$ cat config.mk
export PLATFORM = sky130hd
export DESIGN_NAME = iso_sdu_reassembler
export DESIGN_NICKNAME = d
export VERILOG_FILES = /design/src/isr_pkg.sv /design/src/isr_core.sv /design/src/iso_sdu_reassembler.sv
export SDC_FILE = /design/constraint.sdc
export NUM_CORES = 1
export LEC_CHECK = 0
export BUFFER_PORTS_ARGS = -buffer_cell sky130_fd_sc_hd__buf_2
export CAP_MARGIN = 20
export CELL_PAD_IN_SITES_DETAIL_PLACEMENT = 1
export CELL_PAD_IN_SITES_GLOBAL_PLACEMENT = 2
export CORE_MARGIN = 8
export CORE_UTILIZATION = 41
export DETAILED_ROUTE_END_ITERATION = 10
export HOLD_SLACK_MARGIN = 0.12
export PLACE_DENSITY = 0.88
export SYNTH_ARGS = -nofsm -noshare
export SYNTH_HDL_FRONTEND = slang
export SYNTH_SLANG_ARGS = --single-unit
$ cat constraint.sdc
create_clock -name clk -period 18.1 [get_ports clk]
set_clock_uncertainty 0.1 [all_clocks]
set_input_delay 3.62 -clock clk [delete_from_list [all_inputs] [get_ports clk]]
set_output_delay 3.62 -clock clk [all_outputs]
set_load 0.03 [all_outputs]
$ cat src/isr_pkg.sv
// Shared types and codes for the ISO SDU reassembler.
// No dependencies; used by isr_core and iso_sdu_reassembler.
package isr_pkg;

  // packet boundary codes
  localparam logic [1:0] PB_FIRST    = 2'd0;
  localparam logic [1:0] PB_CONT     = 2'd1;
  localparam logic [1:0] PB_COMPLETE = 2'd2;
  localparam logic [1:0] PB_LAST     = 2'd3;

  // packet end report codes
  localparam logic [1:0] EV_MID     = 2'd0;
  localparam logic [1:0] EV_PENDING = 2'd1;
  localparam logic [1:0] EV_DONE    = 2'd2;
  localparam logic [1:0] EV_DROP    = 2'd3;

  localparam logic [3:0]  HDR_LEN_TS    = 4'd8;
  localparam logic [3:0]  HDR_LEN_NO_TS = 4'd4;
  localparam logic [12:0] COUNT_MAX     = 13'd8191;

  typedef struct packed {
    logic [1:0] pb_flag;
    logic       ts_flag;
    logic [7:0] load_byte;
    logic       byte_valid;
    logic       packet_end;
  } item_t;

  typedef struct packed {
    logic        write_enable;
    logic [11:0] write_offset;
    logic [7:0]  write_byte;
    logic [1:0]  event_res;
    logic [15:0] sdu_sequence;
    logic [31:0] sdu_timestamp;
    logic [1:0]  sdu_packet_status;
    logic [11:0] sdu_length;
  } result_t;

endpackage

$ cat src/isr_core.sv
// Reassembly state and per-byte header parse, write strobe and packet end decision.
// Depends on isr_pkg for item_t, result_t and the boundary and event codes.
module isr_core (
  input  logic            clk,
  input  logic            rst,
  input  logic            step,
  input  isr_pkg::item_t   item,
  output isr_pkg::result_t res
);
  import isr_pkg::*;

  logic        packet_open, packet_open_next;
  logic [1:0]  packet_kind, packet_kind_next;
  logic        packet_has_ts, packet_has_ts_next;
  logic [3:0]  header_index, header_index_next;
  logic [12:0] packet_data_count, packet_data_count_next;
  logic [15:0] length_word, length_word_next;
  logic        sdu_open, sdu_open_next;
  logic [11:0] sdu_total_length, sdu_total_length_next;
  logic [11:0] sdu_filled, sdu_filled_next;
  logic [15:0] sdu_seq, sdu_seq_next;
  logic [31:0] sdu_time, sdu_time_next;
  logic [1:0]  sdu_status, sdu_status_next;

  always_comb begin
    logic        clr;
    logic        headed;
    logic [3:0]  hlen;
    logic [3:0]  pos;
    logic [13:0] off;
    logic        ok;
    logic [12:0] n;
    logic [12:0] room;
    logic [12:0] filled_sum;
    logic        done;
    logic        drop;

    // open a packet: latch its kind, reset per-packet counters, clear the SDU on a first or complete packet
    packet_open_next  = packet_open;
    packet_kind_next  = packet_kind;
    packet_has_ts_next = packet_has_ts;
    header_index_next = header_index;
    packet_data_count_next = packet_data_count;
    length_word_next  = length_word;
    sdu_open_next     = sdu_open;
    sdu_total_length_next = sdu_total_length;
    sdu_filled_next   = sdu_filled;
    sdu_seq_next      = sdu_seq;
    sdu_time_next     = sdu_time;
    sdu_status_next   = sdu_status;
    res = '0;

    clr = (item.pb_flag == PB_FIRST) || (item.pb_flag == PB_COMPLETE);
    if (!packet_open) begin
      packet_open_next   = 1'b1;
      packet_kind_next   = item.pb_flag;
      packet_has_ts_next = item.ts_flag;
      header_index_next  = '0;
      packet_data_count_next = '0;
      if (clr) begin
        sdu_open_next = 1'b0;
        sdu_total_length_next = '0;
        sdu_filled_next = '0;
        sdu_seq_next = '0;
        sdu_time_next = '0;
        sdu_status_next = '0;
        length_word_next = '0;
      end
    end

    headed = (packet_kind_next == PB_FIRST) || (packet_kind_next == PB_COMPLETE);
    hlen = headed ? (packet_has_ts_next ? HDR_LEN_TS : HDR_LEN_NO_TS) : 4'd0;
    pos = packet_has_ts_next ? header_index_next : header_index_next + 4'd4;
    off = headed ? {1'b0, packet_data_count_next}
                 : 14'(sdu_filled_next) + 14'(packet_data_count_next);
    ok = headed ? (off < 14'(sdu_total_length_next))
                : (sdu_open_next && (off < 14'(sdu_total_length_next)));

    if (item.byte_valid) begin
      if (header_index_next < hlen) begin
        case (pos)
          4'd0: sdu_time_next[7:0]   = sdu_time_next[7:0]   | item.load_byte;
          4'd1: sdu_time_next[15:8]  = sdu_time_next[15:8]  | item.load_byte;
          4'd2: sdu_time_next[23:16] = sdu_time_next[23:16] | item.load_byte;
          4'd3: sdu_time_next[31:24] = sdu_time_next[31:24] | item.load_byte;
          4'd4: sdu_seq_next[7:0]    = sdu_seq_next[7:0]    | item.load_byte;
          4'd5: sdu_seq_next[15:8]   = sdu_seq_next[15:8]   | item.load_byte;
          4'd6: length_word_next[7:0]  = length_word_next[7:0]  | item.load_byte;
          4'd7: length_word_next[15:8] = length_word_next[15:8] | item.load_byte;
          default: ;
        endcase
        if (pos == 4'd6 || pos == 4'd7) begin
          sdu_total_length_next = length_word_next[11:0];
          sdu_status_next = length_word_next[15:14];
        end
        header_index_next = header_index_next + 4'd1;
      end else begin
        if (ok) begin
          res.write_enable = 1'b1;
          res.write_offset = off[11:0];
          res.write_byte   = item.load_byte;
        end
        if (packet_data_count_next < COUNT_MAX) begin
          packet_data_count_next = packet_data_count_next + 13'd1;
        end
      end
    end

    n = packet_data_count_next;
    room = 13'(sdu_total_length_next - sdu_filled_next);
    filled_sum = 13'(sdu_filled_next) + n;
    done = 1'b0;
    drop = 1'b0;

    if (item.packet_end) begin
      packet_open_next = 1'b0;
      if (headed && (header_index_next < hlen)) begin
        drop = 1'b1;
      end else if (packet_kind_next == PB_COMPLETE) begin
        if (n != 13'(sdu_total_length_next)) drop = 1'b1;
        else done = 1'b1;
      end else if (packet_kind_next == PB_FIRST) begin
        if (sdu_total_length_next == '0 || n >= 13'(sdu_total_length_next)) begin
          drop = 1'b1;
        end else begin
          sdu_open_next = 1'b1;
          sdu_filled_next = n[11:0];
          res.event_res = EV_PENDING;
        end
      end else begin
        if (!sdu_open_next || n > room) begin
          drop = 1'b1;
        end else begin
          sdu_filled_next = filled_sum[11:0];
          if (packet_kind_next == PB_LAST) begin
            if (filled_sum[11:0] != sdu_total_length_next) drop = 1'b1;
            else done = 1'b1;
          end else begin
            res.event_res = EV_PENDING;
          end
        end
      end

      if (done) begin
        res.event_res = EV_DONE;
        res.sdu_sequence = sdu_seq_next;
        res.sdu_timestamp = sdu_time_next;
        res.sdu_packet_status = sdu_status_next;
        res.sdu_length = sdu_total_length_next;
      end
      if (drop) res.event_res = EV_DROP;
      // finished or dropped: release the SDU
      if (done || drop) begin
        sdu_open_next = 1'b0;
        sdu_total_length_next = '0;
        sdu_filled_next = '0;
        sdu_seq_next = '0;
        sdu_time_next = '0;
        sdu_status_next = '0;
        length_word_next = '0;
      end
      header_index_next = '0;
      packet_data_count_next = '0;
    end
  end

  always_ff @(posedge clk) begin
    if (rst) begin
      packet_open <= 1'b0;
      packet_kind <= '0;
      packet_has_ts <= 1'b0;
      header_index <= '0;
      packet_data_count <= '0;
      length_word <= '0;
      sdu_open <= 1'b0;
      sdu_total_length <= '0;
      sdu_filled <= '0;
      sdu_seq <= '0;
      sdu_time <= '0;
      sdu_status <= '0;
    end else if (step) begin
      packet_open <= packet_open_next;
      packet_kind <= packet_kind_next;
      packet_has_ts <= packet_has_ts_next;
      header_index <= header_index_next;
      packet_data_count <= packet_data_count_next;
      length_word <= length_word_next;
      sdu_open <= sdu_open_next;
      sdu_total_length <= sdu_total_length_next;
      sdu_filled <= sdu_filled_next;
      sdu_seq <= sdu_seq_next;
      sdu_time <= sdu_time_next;
      sdu_status <= sdu_status_next;
    end
  end

endmodule

$ cat src/iso_sdu_reassembler.sv
// HCI ISO receive-side SDU reassembler: input register, isr_core, result register.
// Depends on isr_pkg and isr_core.
//
// Takes one ISO data load byte per transaction and gives exactly one result
// per transaction: a write strobe with SDU offset for payload bytes and, on
// the packet's last item, a progress, SDU complete (with sequence, timestamp,
// status and length) or drop report. Throughput is one item per clock while
// the result side accepts; an accepted item waits in the input register, and
// the reassembly state update feeds its result into the result register.
// Ready follows the result side combinationally, so both sides may stream
// without bubbles and either may stall at any time.
module iso_sdu_reassembler (
  input  logic        clk,
  input  logic        rst,
  input  logic        in_valid,
  output logic        in_ready,
  input  logic [1:0]  pb_flag,
  input  logic        ts_flag,
  input  logic [7:0]  load_byte,
  input  logic        byte_valid,
  input  logic        packet_end,
  output logic        out_valid,
  input  logic        out_ready,
  output logic        write_enable,
  output logic [11:0] write_offset,
  output logic [7:0]  write_byte,
  output logic [1:0]  event_res,
  output logic [15:0] sdu_sequence,
  output logic [31:0] sdu_timestamp,
  output logic [1:0]  sdu_packet_status,
  output logic [11:0] sdu_length
);
  import isr_pkg::*;

  item_t   in_q;
  logic    in_q_valid;
  result_t core_res;
  result_t out_q;
  logic    advance;
  logic    take;

  assign advance  = !out_valid || out_ready;
  assign take     = in_q_valid && advance;
  assign in_ready = !in_q_valid || advance;

  always_ff @(posedge clk) begin
    if (rst) begin
      in_q_valid <= 1'b0;
    end else if (in_ready) begin
      in_q_valid <= in_valid;
    end
  end

  always_ff @(posedge clk) begin
    if (in_ready && in_valid) begin
      in_q <= '{pb_flag: pb_flag, ts_flag: ts_flag, load_byte: load_byte,
                byte_valid: byte_valid, packet_end: packet_end};
    end
  end

  isr_core u_core (
    .clk  (clk),
    .rst  (rst),
    .step (take),
    .item (in_q),
    .res  (core_res)
  );

  always_ff @(posedge clk) begin
    if (rst) begin
      out_valid <= 1'b0;
    end else if (take) begin
      out_valid <= 1'b1;
    end else if (out_ready) begin
      out_valid <= 1'b0;
    end
  end

  // hold the result until the transaction completes
  always_ff @(posedge clk) begin
    if (take) begin
      out_q <= core_res;
    end
  end

  assign write_enable      = out_q.write_enable;
  assign write_offset      = out_q.write_offset;
  assign write_byte        = out_q.write_byte;
  assign event_res         = out_q.event_res;
  assign sdu_sequence      = out_q.sdu_sequence;
  assign sdu_timestamp     = out_q.sdu_timestamp;
  assign sdu_packet_status = out_q.sdu_packet_status;
  assign sdu_length        = out_q.sdu_length;

endmodule

After elaboration in Yosys (flattened, before gate mapping)
Index checks and enable logic that the tools add are counted.

Flip-flop bits (word level): 212.

Reductions and logical operators: 23. Bitwise gates (word level): 10. Multiplexer cells: 102. $lt $le $gt $ge: 6. Add/sub/neg operators: 6. Eq/ne operators: 12.

Operators by type and width (count): 12-bit two-way mux (16); 16-bit two-way mux (12); 32-bit two-way mux (6); 13-bit two-way mux (5); 64-bit two-way mux (1); 8-bit two-way mux (8); 8-bit bitwise OR (8); 1-bit two-way mux (32); 4-bit two-way mux (7); 2-bit two-way mux (13); 21-bit two-way mux (1); 4-bit by 3-bit equality test with 1-bit output (second input constant) (4); 12-bit by 13-bit adder with 14-bit output (1); 14-bit by 12-bit < comparator with 1-bit output (1); 14-bit two-way mux (1); 13-bit by 1-bit adder with 13-bit output (second input constant) (1); 13-bit by 12-bit >= comparator with 1-bit output (1); 13-bit greater-than comparator (1); 13-bit < comparator (second input constant) (1); 13-bit by 12-bit != test with 1-bit output (1); 12-bit by 12-bit subtractor with 13-bit output (1); 12-bit adder (1); 12-bit zero test (1); 12-bit != test (1); 16 further kinds (34).

Logic depth before layout (Yosys ltp)
Depth in word-level cells: 20. Gate-level depth with buffers: 38. Depth with buffers taken out: 31.

Modules after synthesis
From an unflattened synthesis, not the netlist that was laid out.

Cells, all modules: 1269. Area, all modules: 12187.9 um2.

By module, submodules not included: isr_core (instances 1, area an instance 9141.3 um2, cells each 1161, seq. area each 2202.1 um2); iso_sdu_reassembler (instances 1, area an instance 3046.7 um2, cells each 108, seq. area each 2982.9 um2).

Worst setup path after synthesis
OpenSTA, ideal clock, no wires.

Kind: register -> register. Start point: register u_core.packet_open. End point: register u_core.sdu_seq[10]. Arrival time: 7620 ps. Buffers on the path: 7. Path slack: 10321 ps. Setup time: 59 ps. Period minus slack after synthesis: 7779 ps. Cell stages (with the launch flop): 38. Cells stage by stage: dfxtp_1 clkbuf_1 clkbuf_1 buf_1 clkbuf_1 clkbuf_1 nand2_1 a21o_1 ha_1 nor2b_1 a2111oi_4 nand2_2 mux2_2 ha_1 inv_1 fa_1 a21o_1 a21oi_1 (+2 left out) nand2b_1 a21boi_0 o21ai_0 nand2b_1 a21oi_1 xor2_1 ha_1 a21o_1 a21o_1 a21oi_1 o21ai_0 a21oi_1 a32oi_1 o2bb2ai_1 clkbuf_1 and2_0 clkbuf_1 a22o_1.

Longest elaborated chain between the ends: 19. Elaborated cells between the ends (all ways): 73. Classes of those cells: add/sub: 5; order compare: 5; eq/ne: 7; mux: 44; bitwise: 3; reduce/logical: 9.

RTL lines: start, declared (line isr_core.sv:12) `logic packet_open, packet_open_next;`; start signal, assigned (line isr_core.sv:182) `packet_open <= packet_open_next;`; 4-bit two-way mux or 2-bit two-way mux (tied branches) (line isr_core.sv:54) `if (!packet_open) begin`; 4-bit by 3-bit adder with 4-bit output, or another cell as far along (line isr_core.sv:73) `pos = packet_has_ts_next ? header_index_next : header_index_next + 4'd4;`; 4-bit two-way mux or 1-bit logical OR (tied branches) (line isr_core.sv:73, isr_core.sv:71); 4-bit by 3-bit equality test with 1-bit output or 4-bit two-way mux (tied branches) (line isr_core.sv:81, isr_core.sv:92, isr_core.sv:72); 8-bit two-way mux, or another cell as far along (line isr_core.sv:81) `case (pos)`; 12-bit two-way mux or 13-bit two-way mux (tied branches) (line isr_core.sv:92, isr_core.sv:80); 12-bit two-way mux or 13-bit two-way mux (tied branches) (line isr_core.sv:80, isr_core.sv:79); 12-bit two-way mux or 12-bit adder (tied branches) (line isr_core.sv:79, isr_core.sv:111); (+3 left out); 1-bit two-way mux (line isr_core.sv:131) `if (!sdu_open_next || n > room) begin`; 1-bit two-way mux (line isr_core.sv:122) `end else if (packet_kind_next == PB_FIRST) begin`; 1-bit two-way mux (line isr_core.sv:119) `end else if (packet_kind_next == PB_COMPLETE) begin`; 1-bit two-way mux (line isr_core.sv:117) `if (headed && (header_index_next < hlen)) begin`; 1-bit two-way mux (line isr_core.sv:115) `if (item.packet_end) begin`; 1-bit logical OR (line isr_core.sv:153) `if (done || drop) begin`; 16-bit two-way mux (line isr_core.sv:153); 16-bit two-way mux * (line isr_core.sv:115); end signal, assigned (line isr_core.sv:191) `sdu_seq <= sdu_seq_next;`; end, declared (line isr_core.sv:21) `logic [15:0] sdu_seq, sdu_seq_next;`.

Every way passes the cells marked *; elsewhere a longest branch is shown, timed or not. The select of a mux whose other input is x is not followed. A chain may end at the register's enable or synchronous reset.

Worst setup path in the final report
Start point: register u_core.packet_open. End point: register u_core.sdu_time[2].

Longest elaborated chain between the ends: 19. Elaborated cells between the ends (all ways): 73. Classes of those cells: add/sub: 5; order compare: 5; eq/ne: 6; mux: 44; bitwise: 3; reduce/logical: 10.

RTL lines: 4-bit two-way mux or 2-bit two-way mux (tied branches) (line isr_core.sv:54); 4-bit by 3-bit adder with 4-bit output, or another cell as far along (line isr_core.sv:73); 4-bit two-way mux or 1-bit logical OR (tied branches) (line isr_core.sv:73, isr_core.sv:71); 4-bit by 3-bit equality test with 1-bit output or 4-bit two-way mux (tied branches) (line isr_core.sv:81, isr_core.sv:92, isr_core.sv:72); 8-bit two-way mux, or another cell as far along (line isr_core.sv:81); 12-bit two-way mux or 13-bit two-way mux (tied branches) (line isr_core.sv:92, isr_core.sv:80); 12-bit two-way mux or 13-bit two-way mux (tied branches) (line isr_core.sv:80, isr_core.sv:79); 12-bit two-way mux or 12-bit adder (tied branches) (line isr_core.sv:79, isr_core.sv:111); (+3 left out); 1-bit two-way mux (line isr_core.sv:131); 1-bit two-way mux (line isr_core.sv:122); 1-bit two-way mux (line isr_core.sv:119); 1-bit two-way mux (line isr_core.sv:117); 1-bit two-way mux (line isr_core.sv:115); 1-bit logical OR (line isr_core.sv:153); 32-bit two-way mux (line isr_core.sv:153); 32-bit two-way mux * (line isr_core.sv:115); end signal, assigned (line isr_core.sv:192) `sdu_time <= sdu_time_next;`; end, declared (line isr_core.sv:22) `logic [31:0] sdu_time, sdu_time_next;`.

Marked as above.

==> impl_metrics.py <==
metrics = {
    "place": {
        "port_buffers": 103,
        "dp_hpwl_um": 25900,
        "post-place-cells": 1664,
        "place_congestion": 0.9162,
    },
    "clock_tree": {
        "cts-root-buf": "clkbuf_16",
        "cts_tree": "yes",
        "clockBufferDepth": 3,
        "cts_made_buffers": 23,
        "ctsHoldBuffers": 0,
        "clk-insertion-delay-late_ps": 520,
        "numClockSinks": 210,
        "path_clk_slew_ps": 60,
        "post_cts.repair.setup_buffers": 0,
        "post_cts_resize_count": 0,
        "htreeDepth": 1,
    },
    "floorplanning": {
        "die_y_um": 185.4,
        "die_x_um": 185.4,
        "placementRows": 62,
        "ioPinCount": 104,
        "initial_core_util": 0.4131,
        "die_area_mm2": 0.03436,
        "core-area_mm2": 0.02847,
    },
    "power": {
        "cell_internal_pwr_uw": 759.3,
        "swShare": 0.2524,
        "power_frac_comb": 0.078,
        "seq_power_share": 0.506,
        "power_density_mw_per_mm2": 76.53,
        "power_uw": 1016,
        "p_sw_uw": 256.3,
        "p_clk_frac": 0.417,
        "irDropWorstVdd_v": 0.00005367,
        "p_leak_uw": 0.005226,
    },
    "synth": {
        "yosys.area.top_type": "edfxtp_1",
        "synthTopCellsByArea": "edfxtp_1 25%, dfxtp_1 19%, ha_1 8.3%, a22oi_1 4.9%, a22o_1 4.5%",
        "yosysWarnings": 0,
        "synthArstFlopShare": 0,
        "syn_inst": 1230,
        "synth_top_area_frac": 0.2502,
        "synth-edff-count": 98,
        "syn_avg_cell_area_um2": 9.561,
        "ys_seq_elements": 210,
        "synth_fp_nets": 1328,
        "synth_ff_type": "dfxtp_1",
        "netlist_area_mm2": 0.01176,
        "yosysUniqueCellTypes": 67,
        "seq_area_frac_synth": 0.4409,
    },
    "setup_path": {
        "crit_path_max_fanout": 50,
        "crit_path_start": "u_core.packet_open",
        "path_class": "flop to flop",
        "cp.required_ps": 18460,
        "reg2reg_depth": 32,
        "arrival_ps": 9200,
        "setup.worst_path.end_class": "flop",
        "timing.critical_path.mode_cell": "a21oi_1",
        "start_kind": "flop",
        "crit_slowest_cell": "a2111oi_4",
        "r2r_end": "u_core.sdu_time[2]",
        "r2r-start": "u_core.packet_open",
        "critPathMaxStageDelay_ps": 690,
        "rrSetupSlack_ps": 9250,
    },
    "timing": {
        "period_needed_ps": 8849,
        "finalSetupViolCount": 0,
        "hold_ws_ps": 352.9,
        "report.final.slew_viol_count": 0,
        "min_period_over_period": 0.4889,
        "fin_tns_setup_ps": 0,
        "worst_pin_slew_ps": 1024,
        "rsz0062_at_grt": "no",
        "hold_violations": 0,
        "fmax_mhz": 113.0,
        "max_slew_margin": 0.3171,
    },
    "layout": {
        "drive_above_1_share": 0.1548,
        "layout_commonest_cell": "nand2_1",
        "area_growth_pct": 12.84,
        "nNetsFinal": 1406,
        "diodes": 0,
        "final_cell_mix": "113 x nand2_1, 112 x nor2_1, 112 x dfxtp_1",
        "fin_cells": 1708,
    },
    "hold_path": {
        "holdPathStages": 2,
        "hold_end": "u_core.sdu_filled[2]",
        "hold_path_class": "flop to flop",
        "hp-start": "u_core.sdu_filled[2]",
    },
    "global_routing": {
        "overflow": 0,
        "grt_use_total": 0.2034,
        "grt_max_degree": 89,
        "grt_pass1_vias": 10050,
        "antenna_found_initial": 0,
        "grt_pass1_wl_um": 55630,
    },
    "route": {
        "drc": 0,
        "via_per_inst": 5.695,
        "vias": 9727,
        "wire_per_inst_um": 20.59,
        "drtPass1Iterations": 5,
        "drt-initial-drc-count": 572,
        "antenna_left": 0,
        "wl_um": 35180,
    },
    "job": {
        "drv_cap": 0,
    },
    "status": {
        "status": "completed",
    },
}
==> critical path, delay by kind of cell, from the launching register on <==
| kind | cells | cell delay, ps |
|---|---|---|
| AO/OA/AOI/OAI | 17 | 4110 |
| adder cells (fa/ha/maj) | 3 | 1040 |
| XOR/XNOR | 1 | 170 |
| flip-flops | 1 | 330 |
| buffers and inverters | 3 | 780 |
| AND/OR/NAND/NOR | 7 | 1930 |
| multiplexers | 1 | 330 |
==> how the worst max path moves through the flow <==
stage | cells past startpoint | end
floorplan | 37 | u_core.sdu_seq[10]
global placement | 31 | u_core.sdu_seq[8]
detailed placement | 31 | u_core.length_word[7]
CTS | 31 | u_core.sdu_seq[9]
global route | 32 | u_core.sdu_time[3]
finish | 32 | u_core.sdu_time[2]
==> kinds of logic after synthesis <==
family	synth area share
AOI/OAI and AO/OA	0.2112
xor gates and xnor gates	0.03798
adders and majority gates	0.08810
buffers and inverters	0.05160
DFF	0.4409
muxes	0.01521
and+or+nand+nor	0.1550
==> sequential cells by signal, summed over array words and instances, names as in the netlist, 4 cells and up <==
register                  cells
sdu_timestamp                32
u_core.sdu_time              32
sdu_sequence                 16
u_core.sdu_seq               16
u_core.length_word           14
in_q                         13
u_core.packet_data_count     13
sdu_length                   12
u_core.sdu_filled            12
u_core.sdu_total_length      12
write_offset                 12
write_byte                    8
u_core.header_index           4
==> synth_stat cells (3+ instances only) <==
| cell type | n |
|---|---|
| edfxtp_1 | 98 |
| buf_6 | 8 |
| clkbuf_1 | 59 |
| nor2_2 | 16 |
| o22ai_1 | 14 |
| and3_1 | 8 |
| and4_1 | 4 |
| o21ai_0 | 56 |
| buf_1 | 6 |
| or3_1 | 8 |
| and2_1 | 16 |
| mux2i_1 | 4 |
| o21a_1 | 9 |
| nand2b_1 | 11 |
| xor2_1 | 9 |
| a211o_1 | 3 |
| nand3_1 | 21 |
| nor2b_1 | 20 |
| nand4_1 | 10 |
| xnor2_1 | 42 |
| o211ai_1 | 7 |
| nand2_1 | 113 |
| a22o_1 | 61 |
| a31oi_1 | 5 |
| or2_2 | 9 |
| a32o_1 | 5 |
| a32oi_1 | 6 |
| nor2_1 | 112 |
| ha_1 | 78 |
| a22oi_1 | 77 |
| a211oi_1 | 8 |
| a21boi_0 | 6 |
| and2_0 | 4 |
| o21bai_1 | 5 |
| mux2_2 | 11 |
| dfxtp_1 | 112 |
| a21oi_1 | 52 |
| nor4_1 | 9 |
| o221ai_1 | 4 |
| nor3_1 | 9 |
| fa_1 | 3 |
| inv_1 | 68 |
| or4_1 | 5 |
| a21o_1 | 11 |
==> power groups by stage <==
stage	logic, uW	registers [uW]	clock network, uW
floorplan	38.6	539	0
finish	78.9	513	423
detailed placement	78.8	524	0
CTS	78.9	514	431
global route	84.2	515	450
global placement	77.6	523	0
==> per-stage QoR <==
| step | utilization | setup slack [ps] | area [um2] |
|---|---|---|---|
| 2_1_floorplan | - | 10320 | 11760 |
| 3_3_place_gp | 0.4421 | 9328 | 12590 |
| 3_5_place_dp | 0.4421 | 9015 | 12590 |
| 4_1_cts | 0.4652 | 8920 | 13240 |
| 5_1_grt | 0.4661 | 8589 | 13270 |
| 6_report | 0.4661 | 9251 | 13270 |
==> routing by layer <==
| metal | GRT usage | vias up | wire [um] |
|---|---|---|---|
| met5 | 0 | - | 0 |
| met4 | 0.08035 | 0 | 1332 |
| met3 | 0.03021 | 88 | 1640 |
| met2 | 0.3578 | 228 | 17280 |
| met1 | 0.2462 | 4778 | 14920 |
| li1 | - | 4633 | - |
==> cell type report <==
| class | instances | area, um2 |
|---|---|---|
| inverter | 68 | 256.5 |
| timing repair buffer | 129 | 714.4 |
| multi-input combinational | 876 | 5977 |
| fill | 3287 | 15200 |
| tap | 384 | 480.5 |
| sequential | 210 | 5185 |
| clock inverter | 10 | 51.30 |
| clock buffer | 31 | 605.6 |
Note: power is estimated with default switching activity, not from simulation.
